**src/rtl/core/sha1_message_hash_macros.svh**
```systemverilog
// Assertion macros for the SHA-1 message hash block.
// Expects clk and rst_n in the scope where a macro is used.
`ifndef SHA1_MESSAGE_HASH_MACROS_SVH
`define SHA1_MESSAGE_HASH_MACROS_SVH

// Same-cycle implication, checked out of reset.
`define SHA1MH_ASSERT_IMPLY(label, ante, cons, msg) \
label: assert property (@(posedge clk) disable iff (!rst_n) (ante) |-> (cons)) \
    else $error(msg);

// Next-cycle implication, checked out of reset.
`define SHA1MH_ASSERT_NEXT(label, ante, cons, msg) \
label: assert property (@(posedge clk) disable iff (!rst_n) (ante) |=> (cons)) \
    else $error(msg);

`endif

```
**src/rtl/core/sha1mh_pkg.sv**
```systemverilog
// Shared types and constants for the SHA-1 message hash block.
// No dependencies; used by the controller, the datapath and the top level.
package sha1mh_pkg;

    localparam int WORD_W      = 32;
    localparam int NUM_WORDS   = 5;
    localparam int BLOCK_WORDS = 16;
    localparam int FILL_W      = 6;
    localparam int COUNT_W     = 61;
    localparam int ROUND_W     = 7;
    localparam int INDEX_W     = 3;

    localparam logic [WORD_W-1:0] H0 = 32'h67452301;
    localparam logic [WORD_W-1:0] H1 = 32'hEFCDAB89;
    localparam logic [WORD_W-1:0] H2 = 32'h98BADCFE;
    localparam logic [WORD_W-1:0] H3 = 32'h10325476;
    localparam logic [WORD_W-1:0] H4 = 32'hC3D2E1F0;

    localparam logic [WORD_W-1:0] K0 = 32'h5A827999;
    localparam logic [WORD_W-1:0] K1 = 32'h6ED9EBA1;
    localparam logic [WORD_W-1:0] K2 = 32'h8F1BBCDC;
    localparam logic [WORD_W-1:0] K3 = 32'hCA62C1D6;

    localparam logic [ROUND_W-1:0] ROUND_SCHED = 7'd16;
    localparam logic [ROUND_W-1:0] ROUND_PHASE1 = 7'd20;
    localparam logic [ROUND_W-1:0] ROUND_PHASE2 = 7'd40;
    localparam logic [ROUND_W-1:0] ROUND_PHASE3 = 7'd60;
    localparam logic [ROUND_W-1:0] ROUND_LAST  = 7'd79;

    localparam logic [INDEX_W-1:0] LAST_INDEX = 3'd4;

    localparam logic [7:0]        PAD_MARK_BYTE = 8'h80;
    localparam logic [FILL_W-1:0] FILL_LEN_START = 6'd56;
    localparam logic [FILL_W-1:0] FILL_LAST     = 6'd63;

    typedef enum logic [1:0] {
        BYTE_IN   = 2'd0,
        BYTE_MARK = 2'd1,
        BYTE_ZERO = 2'd2,
        BYTE_LEN  = 2'd3
    } byte_sel_t;

    typedef enum logic [6:0] {
        ST_IDLE  = 7'b0000001,
        ST_MARK  = 7'b0000010,
        ST_ZERO  = 7'b0000100,
        ST_LEN   = 7'b0001000,
        ST_ROUND = 7'b0010000,
        ST_FINAL = 7'b0100000,
        ST_EMIT  = 7'b1000000
    } state_t;

    typedef struct packed {
        logic               put_byte;
        byte_sel_t          byte_sel;
        logic               count_inc;
        logic               round_en;
        logic [ROUND_W-1:0] round;
        logic               final_add;
        logic               out_load;
        logic               restart;
    } dp_cmd_t;

    typedef struct packed {
        logic fill_last;
        logic fill_len_start;
        logic fill_zero;
    } dp_sts_t;

    function automatic logic [WORD_W-1:0] init_word(input logic [INDEX_W-1:0] idx);
        logic [WORD_W-1:0] w;
        case (idx)
            3'd0:    w = H0;
            3'd1:    w = H1;
            3'd2:    w = H2;
            3'd3:    w = H3;
            default: w = H4;
        endcase
        return w;
    endfunction

endpackage

```
**src/rtl/core/sha1_message_hash.sv**
```systemverilog
// SHA-1 message hash, one byte per item. Items are taken while the block is
// idle. The byte that completes a 64-byte block starts a compression: 80
// rounds at one per cycle in the round unit, then a final step folding the
// result into the chaining value, with input held off meanwhile. End of
// message feeds padding and the length one byte per cycle, pausing between
// the zeros and the length and for each of the one or two compressions, then
// loads the five digest words into the output register, one per cycle as the
// sink takes them, and returns to the initial hash.
// Depends on sha1mh_pkg, sha1mh_ctrl, sha1mh_datapath and the macro header.
`include "sha1_message_hash_macros.svh"

module sha1_message_hash (
    input  logic                              clk,
    input  logic                              rst_n,
    input  logic                              in_valid,
    output logic                              in_ready,
    input  logic [7:0]                        data_byte,
    input  logic                              byte_present,
    input  logic                              end_of_message,
    output logic                              out_valid,
    input  logic                              out_ready,
    output logic [sha1mh_pkg::WORD_W-1:0]     digest_word,
    output logic [sha1mh_pkg::INDEX_W-1:0]    word_index,
    output logic                              last_word
);
    import sha1mh_pkg::*;

    dp_cmd_t cmd;
    dp_sts_t sts;

    sha1mh_ctrl u_ctrl (
        .clk            (clk),
        .rst_n          (rst_n),
        .in_valid       (in_valid),
        .in_ready       (in_ready),
        .byte_present   (byte_present),
        .end_of_message (end_of_message),
        .out_valid      (out_valid),
        .out_ready      (out_ready),
        .word_index     (word_index),
        .last_word      (last_word),
        .cmd            (cmd),
        .sts            (sts)
    );

    sha1mh_datapath u_datapath (
        .clk         (clk),
        .rst_n       (rst_n),
        .cmd         (cmd),
        .data_byte   (data_byte),
        .sts         (sts),
        .digest_word (digest_word)
    );

    // a closing item always starts padding, so the input side goes busy
    `SHA1MH_ASSERT_NEXT(a_end_goes_busy, in_valid && in_ready && end_of_message,
        !in_ready, "end of message did not stall input")
    // a compression only starts right after the block filled
    `SHA1MH_ASSERT_IMPLY(a_round_fill_wrapped, cmd.round_en, sts.fill_zero,
        "round running with a partial block")
    `SHA1MH_ASSERT_IMPLY(a_last_word_index, out_valid && last_word,
        word_index == LAST_INDEX, "last word flag on wrong index")

endmodule

```
**src/rtl/core/sha1mh_datapath.sv**
```systemverilog
// Datapath: block/schedule window, round unit, chaining value, byte count,
// digest output register. Depends on sha1mh_pkg.
module sha1mh_datapath (
    input  logic                              clk,
    input  logic                              rst_n,
    input  sha1mh_pkg::dp_cmd_t               cmd,
    input  logic [7:0]                        data_byte,
    output sha1mh_pkg::dp_sts_t               sts,
    output logic [sha1mh_pkg::WORD_W-1:0]     digest_word
);
    import sha1mh_pkg::*;

    // win_reg[0] is the oldest word; bytes enter at the low end of word 15.
    logic [WORD_W-1:0]  win_reg   [BLOCK_WORDS];
    logic [WORD_W-1:0]  win_next  [BLOCK_WORDS];
    logic [WORD_W-1:0]  chain_reg [NUM_WORDS];
    logic [WORD_W-1:0]  a_reg, b_reg, c_reg, d_reg, e_reg;
    logic [FILL_W-1:0]  fill_reg;
    logic [COUNT_W-1:0] count_reg;
    logic [WORD_W-1:0]  digest_reg;

    logic [7:0]         byte_val;
    logic [7:0]         len_byte;
    logic [63:0]        bit_len;
    logic [2:0]         len_sel;
    logic [WORD_W-1:0]  sched_mix;
    logic [WORD_W-1:0]  sched_word;
    logic [WORD_W-1:0]  wt;
    logic [WORD_W-1:0]  f_val;
    logic [WORD_W-1:0]  k_val;
    logic [WORD_W-1:0]  tmp;
    logic               early_round;

    assign bit_len = {count_reg, 3'b000};
    assign len_sel = ~fill_reg[2:0];
    assign len_byte = bit_len[{len_sel, 3'b000} +: 8];

    always_comb
    begin
        case (cmd.byte_sel)
            BYTE_IN:   byte_val = data_byte;
            BYTE_MARK: byte_val = PAD_MARK_BYTE;
            BYTE_ZERO: byte_val = 8'h00;
            BYTE_LEN:  byte_val = len_byte;
            default:   byte_val = 8'h00;
        endcase
    end

    assign early_round = (cmd.round < ROUND_SCHED);
    assign sched_mix   = win_reg[13] ^ win_reg[8] ^ win_reg[2] ^ win_reg[0];
    assign sched_word  = {sched_mix[WORD_W-2:0], sched_mix[WORD_W-1]};
    assign wt          = early_round ? win_reg[0] : sched_word;

    always_comb
    begin
        if (cmd.round < ROUND_PHASE1)
        begin
            f_val = d_reg ^ (b_reg & (c_reg ^ d_reg));
            k_val = K0;
        end
        else if (cmd.round < ROUND_PHASE2)
        begin
            f_val = b_reg ^ c_reg ^ d_reg;
            k_val = K1;
        end
        else if (cmd.round < ROUND_PHASE3)
        begin
            f_val = (b_reg & c_reg) | (d_reg & (b_reg | c_reg));
            k_val = K2;
        end
        else
        begin
            f_val = b_reg ^ c_reg ^ d_reg;
            k_val = K3;
        end
    end

    assign tmp = {a_reg[26:0], a_reg[31:27]} + f_val + e_reg + k_val + wt;

    always_comb
    begin
        for (int i = 0; i < BLOCK_WORDS; i++)
        begin
            win_next[i] = win_reg[i];
        end
        if (cmd.put_byte)
        begin
            for (int i = 0; i < BLOCK_WORDS - 1; i++)
            begin
                win_next[i] = {win_reg[i][23:0], win_reg[i+1][31:24]};
            end
            win_next[BLOCK_WORDS-1] = {win_reg[BLOCK_WORDS-1][23:0], byte_val};
        end
        else if (cmd.round_en)
        begin
            for (int i = 0; i < BLOCK_WORDS - 1; i++)
            begin
                win_next[i] = win_reg[i+1];
            end
            win_next[BLOCK_WORDS-1] = wt;
        end
    end

    always_ff @(posedge clk)
    begin
        for (int i = 0; i < BLOCK_WORDS; i++)
        begin
            win_reg[i] <= win_next[i];
        end
        // Working variables track the chaining value whenever no round runs.
        if (cmd.round_en)
        begin
            a_reg <= tmp;
            b_reg <= a_reg;
            c_reg <= {b_reg[1:0], b_reg[31:2]};
            d_reg <= c_reg;
            e_reg <= d_reg;
        end
        else
        begin
            a_reg <= chain_reg[0];
            b_reg <= chain_reg[1];
            c_reg <= chain_reg[2];
            d_reg <= chain_reg[3];
            e_reg <= chain_reg[4];
        end
        if (cmd.out_load)
        begin
            digest_reg <= chain_reg[0];
        end
    end

    always_ff @(posedge clk or negedge rst_n)
    begin
        if (!rst_n)
        begin
            for (int i = 0; i < NUM_WORDS; i++)
            begin
                chain_reg[i] <= init_word(INDEX_W'(i));
            end
            fill_reg  <= '0;
            count_reg <= '0;
        end
        else
        begin
            if (cmd.restart)
            begin
                for (int i = 0; i < NUM_WORDS; i++)
                begin
                    chain_reg[i] <= init_word(INDEX_W'(i));
                end
                fill_reg  <= '0;
                count_reg <= '0;
            end
            else
            begin
                if (cmd.final_add)
                begin
                    chain_reg[0] <= chain_reg[0] + a_reg;
                    chain_reg[1] <= chain_reg[1] + b_reg;
                    chain_reg[2] <= chain_reg[2] + c_reg;
                    chain_reg[3] <= chain_reg[3] + d_reg;
                    chain_reg[4] <= chain_reg[4] + e_reg;
                end
                else if (cmd.out_load)
                begin
                    // rotate so the next digest word sits in slot 0
                    for (int i = 0; i < NUM_WORDS - 1; i++)
                    begin
                        chain_reg[i] <= chain_reg[i+1];
                    end
                    chain_reg[NUM_WORDS-1] <= chain_reg[0];
                end
                if (cmd.put_byte)
                begin
                    fill_reg <= fill_reg + 1'b1;
                end
                if (cmd.count_inc)
                begin
                    count_reg <= count_reg + 1'b1;
                end
            end
        end
    end

    assign sts.fill_last      = (fill_reg == FILL_LAST);
    assign sts.fill_len_start = (fill_reg == FILL_LEN_START);
    assign sts.fill_zero      = (fill_reg == '0);
    assign digest_word        = digest_reg;

endmodule

```
**src/rtl/core/sha1mh_ctrl.sv**
```systemverilog
// Controller state machine: input acceptance, padding sequence, round
// counter and digest emission. Depends on sha1mh_pkg.
module sha1mh_ctrl (
    input  logic                              clk,
    input  logic                              rst_n,
    input  logic                              in_valid,
    output logic                              in_ready,
    input  logic                              byte_present,
    input  logic                              end_of_message,
    output logic                              out_valid,
    input  logic                              out_ready,
    output logic [sha1mh_pkg::INDEX_W-1:0]    word_index,
    output logic                              last_word,
    output sha1mh_pkg::dp_cmd_t               cmd,
    input  sha1mh_pkg::dp_sts_t               sts
);
    import sha1mh_pkg::*;

    state_t             state_reg, state_next;
    state_t             ret_reg, ret_next;
    logic [ROUND_W-1:0] round_reg, round_next;
    logic [INDEX_W-1:0] idx_reg, idx_next;
    logic               out_valid_reg, out_valid_next;
    logic [INDEX_W-1:0] word_index_reg, word_index_next;
    logic               last_word_reg, last_word_next;
    logic               load_ok;

    assign load_ok = !out_valid_reg || out_ready;

    always_comb
    begin
        state_next      = state_reg;
        ret_next        = ret_reg;
        round_next      = round_reg;
        idx_next        = idx_reg;
        word_index_next = word_index_reg;
        last_word_next  = last_word_reg;
        cmd             = '0;
        cmd.byte_sel    = BYTE_IN;
        cmd.round       = round_reg;

        case (state_reg)
            ST_IDLE:
            begin
                if (in_valid)
                begin
                    if (byte_present)
                    begin
                        cmd.put_byte  = 1'b1;
                        cmd.count_inc = 1'b1;
                    end
                    if (byte_present && sts.fill_last)
                    begin
                        state_next = ST_ROUND;
                        ret_next   = end_of_message ? ST_MARK : ST_IDLE;
                    end
                    else if (end_of_message)
                    begin
                        state_next = ST_MARK;
                    end
                end
            end
            ST_MARK:
            begin
                cmd.put_byte = 1'b1;
                cmd.byte_sel = BYTE_MARK;
                if (sts.fill_last)
                begin
                    state_next = ST_ROUND;
                    ret_next   = ST_ZERO;
                end
                else
                begin
                    state_next = ST_ZERO;
                end
            end
            ST_ZERO:
            begin
                if (sts.fill_len_start)
                begin
                    state_next = ST_LEN;
                end
                else
                begin
                    cmd.put_byte = 1'b1;
                    cmd.byte_sel = BYTE_ZERO;
                    if (sts.fill_last)
                    begin
                        state_next = ST_ROUND;
                        ret_next   = ST_ZERO;
                    end
                end
            end
            ST_LEN:
            begin
                cmd.put_byte = 1'b1;
                cmd.byte_sel = BYTE_LEN;
                if (sts.fill_last)
                begin
                    state_next = ST_ROUND;
                    ret_next   = ST_EMIT;
                end
            end
            ST_ROUND:
            begin
                cmd.round_en = 1'b1;
                if (round_reg == ROUND_LAST)
                begin
                    round_next = '0;
                    state_next = ST_FINAL;
                end
                else
                begin
                    round_next = round_reg + 1'b1;
                end
            end
            ST_FINAL:
            begin
                cmd.final_add = 1'b1;
                state_next    = ret_reg;
            end
            ST_EMIT:
            begin
                if (load_ok)
                begin
                    cmd.out_load    = 1'b1;
                    word_index_next = idx_reg;
                    last_word_next  = (idx_reg == LAST_INDEX);
                    if (idx_reg == LAST_INDEX)
                    begin
                        cmd.restart = 1'b1;
                        idx_next    = '0;
                        state_next  = ST_IDLE;
                    end
                    else
                    begin
                        idx_next = idx_reg + 1'b1;
                    end
                end
            end
            default:
            begin
                state_next = ST_IDLE;
            end
        endcase

        if (cmd.out_load)
        begin
            out_valid_next = 1'b1;
        end
        else if (out_ready)
        begin
            out_valid_next = 1'b0;
        end
        else
        begin
            out_valid_next = out_valid_reg;
        end
    end

    always_ff @(posedge clk or negedge rst_n)
    begin
        if (!rst_n)
        begin
            state_reg     <= ST_IDLE;
            ret_reg       <= ST_IDLE;
            round_reg     <= '0;
            idx_reg       <= '0;
            out_valid_reg <= 1'b0;
        end
        else
        begin
            state_reg     <= state_next;
            ret_reg       <= ret_next;
            round_reg     <= round_next;
            idx_reg       <= idx_next;
            out_valid_reg <= out_valid_next;
        end
    end

    always_ff @(posedge clk)
    begin
        word_index_reg <= word_index_next;
        last_word_reg  <= last_word_next;
    end

    assign in_ready   = (state_reg == ST_IDLE);
    assign out_valid  = out_valid_reg;
    assign word_index = word_index_reg;
    assign last_word  = last_word_reg;

endmodule

```
**config.mk**
```make
export PLATFORM = sky130hd
export DESIGN_NAME = sha1_message_hash
export DESIGN_NICKNAME = d
export VERILOG_FILES = /design/src/rtl/core/sha1mh_pkg.sv /design/src/rtl/core/sha1_message_hash.sv /design/src/rtl/core/sha1mh_datapath.sv /design/src/rtl/core/sha1mh_ctrl.sv
export VERILOG_INCLUDE_DIRS = /design/src /design/src/rtl/core
export SDC_FILE = /design/constraint.sdc
export NUM_CORES = 2
export LEC_CHECK = 0
export BUFFER_PORTS_ARGS = -buffer_cell sky130_fd_sc_hd__buf_2
export CAP_MARGIN = 20
export CORE_MARGIN = 1
export CORE_UTILIZATION = 40
export CTS_CLUSTER_DIAMETER = 100
export DETAILED_ROUTE_END_ITERATION = 8
export SYNTH_ARGS = -nofsm -noshare
export SYNTH_HDL_FRONTEND = slang
export SYNTH_HIERARCHICAL = 1
export SYNTH_SLANG_ARGS = --single-unit
```
**constraint.sdc**
```tcl
create_clock -name clk -period 12.2 [get_ports clk]
set_input_delay 2.44 -clock clk [delete_from_list [all_inputs] [get_ports clk]]
set_output_delay 2.44 -clock clk [all_outputs]
set_load 0.02 [all_outputs]
```
==> impl_metrics.env <==
export IMPL_grt_pass1_vias=35400
export IMPL_worst_pin_slew_ns=1.18
export IMPL_crit_required_ns=12.81
export IMPL_hold_viol=0
export IMPL_root_buffer="clkbuf_16"
export IMPL_h_tree_depth=3
export IMPL_yosysWarnings=6
export IMPL_setup_viol=0
export IMPL_finalNonFillerCells=6383
export IMPL_r2r_start="u_ctrl/round_reg[4]"
export IMPL_drv_cap=0
export IMPL_worst_slack_ns=5.30
export IMPL_critical_path_class="reg2reg"
export IMPL_p_sw_uw=5770
export IMPL_dpl_instance_area_um2=56200
export IMPL_power_frac_seq_pct=37.1
export IMPL_wl_per_cell_um=22.2
export IMPL_cp_endpoint="u_datapath/a_reg[28]"
export IMPL_numCtsBuffers=108
export IMPL_grt_util_all_layers_pct=20.4
export IMPL_clkPwrFrac_pct=20.6
export IMPL_vias=35600
export IMPL_grt_pass1_wl_um=215000
export IMPL_reg2reg_slack_ns=5.30
export IMPL_post_cts_buffers=0
export IMPL_area_growth_pct=10.5
export IMPL_combinationalPowerShare_pct=42.2
export IMPL_gr_total_overflow=0
export IMPL_vdd_drop_max_mv=0.319
export IMPL_rsz0062_at_grt="false"
export IMPL_die_width_um=370
export IMPL_numClockSinks=957
export IMPL_startpoint_type="flip-flop"
export IMPL_drt_iter0_drc=2851
export IMPL_cts_max_path_buffers=3
export IMPL_dr_pass1_iters=7
export IMPL_holdCritPathClass="reg2reg"
export IMPL_fmax_mhz=145
export IMPL_start_util_pct=40.4
export IMPL_final_cell_area_um2=59800
export IMPL_cellPowerDensity_nw_per_um2=267
export IMPL_drv_slew=0
export IMPL_port_buffers=51
export IMPL_period_needed_ns=6.90
export IMPL_insertion_delay_ns=0.72
export IMPL_antenna_found_initial=3
export IMPL_fin_tns_setup_ns=0
export IMPL_violations="design-rule violations"
export IMPL_largest_reg_flops=512
export IMPL_syn_inst=4518
export IMPL_postRouteAntennaNets=0
export IMPL_end_kind="flip-flop"
export IMPL_place_gp_congestion=0.924
export IMPL_num_io_pins=52
export IMPL_synth_nets=4854
export IMPL_intPower_uw=10200
export IMPL_place_ws_ns=5.28
export IMPL_p_total_uw=15900
export IMPL_tritoncts="done"
export IMPL_min_from="u_ctrl/ret_reg[2]"
export IMPL_avgSynthCellArea_um2=12.0
export IMPL_synth_area_um2=54100
export IMPL_dieArea_um2=137000
export IMPL_fin_nets=4859
export IMPL_die_h_um=370
export IMPL_coreArea_um2=134000
export IMPL_finalWirelength_um=142000
export IMPL_worstPathArrival_ns=7.51
export IMPL_post_dp_hpwl_um=100000
export IMPL_cp_max_fo=20
export IMPL_cts_hold_buf=0
export IMPL_slew_headroom_pct=21.3
export IMPL_cts_resized=0
export IMPL_layout_drive_gt1_share_pct=23.0
export IMPL_routed_via_density=5.57
export IMPL_status="finished, violations left"
export IMPL_grt_max_degree=217
export IMPL_rows=134
export IMPL_clk_pin_slew_ns=0.06
export IMPL_p_leak_uw=0.0232
export IMPL_p_sw_share_pct=36.2
export IMPL_finClkSkew_ns=0.0329
export IMPL_crit_start="u_ctrl/round_reg[4]"
export IMPL_drc=2
export IMPL_worstReg2RegEnd="u_datapath/a_reg[28]"
export IMPL_ff2ff_path_depth=22
export IMPL_period_share_pct=56.6
export IMPL_place_inst=6180
-- area by class of cell --
class	count	area [um2]
fillers	12300	74000
multi-input cells	3124	26500
flip-flops and latches	957	26000
clock buffers	154	3140
well taps	1768	2210
inverters	244	925
repair buffers	88	581
clock inverters	47	445
diodes	1	2.50
-- worst min-delay path by stage --
stage / endpoint / slack (ns) / depth (start not counted)
2_1_floorplan: u_ctrl/state_reg[2] / 0.44 / 2
3_3_place_gp: u_ctrl/state_reg[2] / 0.46 / 2
3_5_place_dp: u_ctrl/state_reg[2] / 0.47 / 2
4_1_cts: u_ctrl/state_reg[2] / 0.49 / 2
5_1_grt: u_ctrl/word_index[1] / 0.50 / 0
6_report: u_ctrl/state_reg[2] / 0.47 / 2
-- through the flow --
stage,hold slack (ns),utilization [%]
after floorplan,0.438,-
after global placement,0.460,42.0
after detailed placement,0.473,42.0
after CTS,0.486,44.7
after global routing,0.500,44.7
final,0.475,44.7
-- power groups by stage --
stage	clock (uW)	combinational, uW	sequential (uW)
floorplan	0	5310	5830
global placement	0	6640	5970
detailed placement	0	6700	5980
CTS	3380	6760	5930
global route	3480	7420	6070
finish	3290	6730	5920
-- cell usage in the layout (no fill, tap or decap), types with 16 or more instances in the layout --
cell type and instances:
a22oi_1 27, o21ai_0 151, o21bai_1 18, nand2b_1 30
buf_2 50, a211o_1 27, a21oi_1 219, fa_1 125
o31ai_1 19, o22ai_1 20, clkbuf_16 111, clkinv_2 18
a221o_1 20, nor2_1 277, and3_1 31, ha_1 197
a211oi_1 93, nand3_1 47, edfxtp_1 548, inv_1 242
xor2_1 102, o211ai_1 17, nor3_1 35, clkbuf_8 19
dfxtp_1 160, buf_4 34, o21a_1 32, or3_1 16
mux2i_1 125, dfrtp_1 167, dfstp_2 82, nand2_1 213
nand4_1 31, clkbuf_1 22, a21o_1 91, a31oi_1 25
o21ai_1 21, nor2b_1 47, xnor2_1 216, mux2_2 656
-- layer usage --
| metal | up-vias | global-route usage, % | share of wire (%) |
|---|---|---|---|
| met4 | 2 | 5.75 | 2.5 |
| met2 | 879 | 32.5 | 46 |
| li1 | 16600 | - | - |
| met5 | - | 0 | 0.0078 |
| met3 | 197 | 2.87 | 5.0 |
| met1 | 17900 | 28.9 | 46 |
-- worst max-delay path: stages (launching register included) --
cell and delay, ns:
dfrtp_1 0.50, a41oi_1 0.87, nand2_1 0.12, buf_4 0.27, inv_1 0.67, nor2_2 0.21, buf_4 0.27, a221o_1 0.34
fa_1 0.54, inv_1 0.06, fa_1 0.55, inv_1 0.06, ha_1 0.26, a21o_1 0.15, a21oi_1 0.29, o31ai_1 0.15
o31ai_1 0.27, o211ai_1 0.22, and3_1 0.20, o31ai_1 0.25, nor2b_1 0.19, xnor2_1 0.07, mux2_2 0.26
No activity file was read; power rests on OpenSTA's default activity.
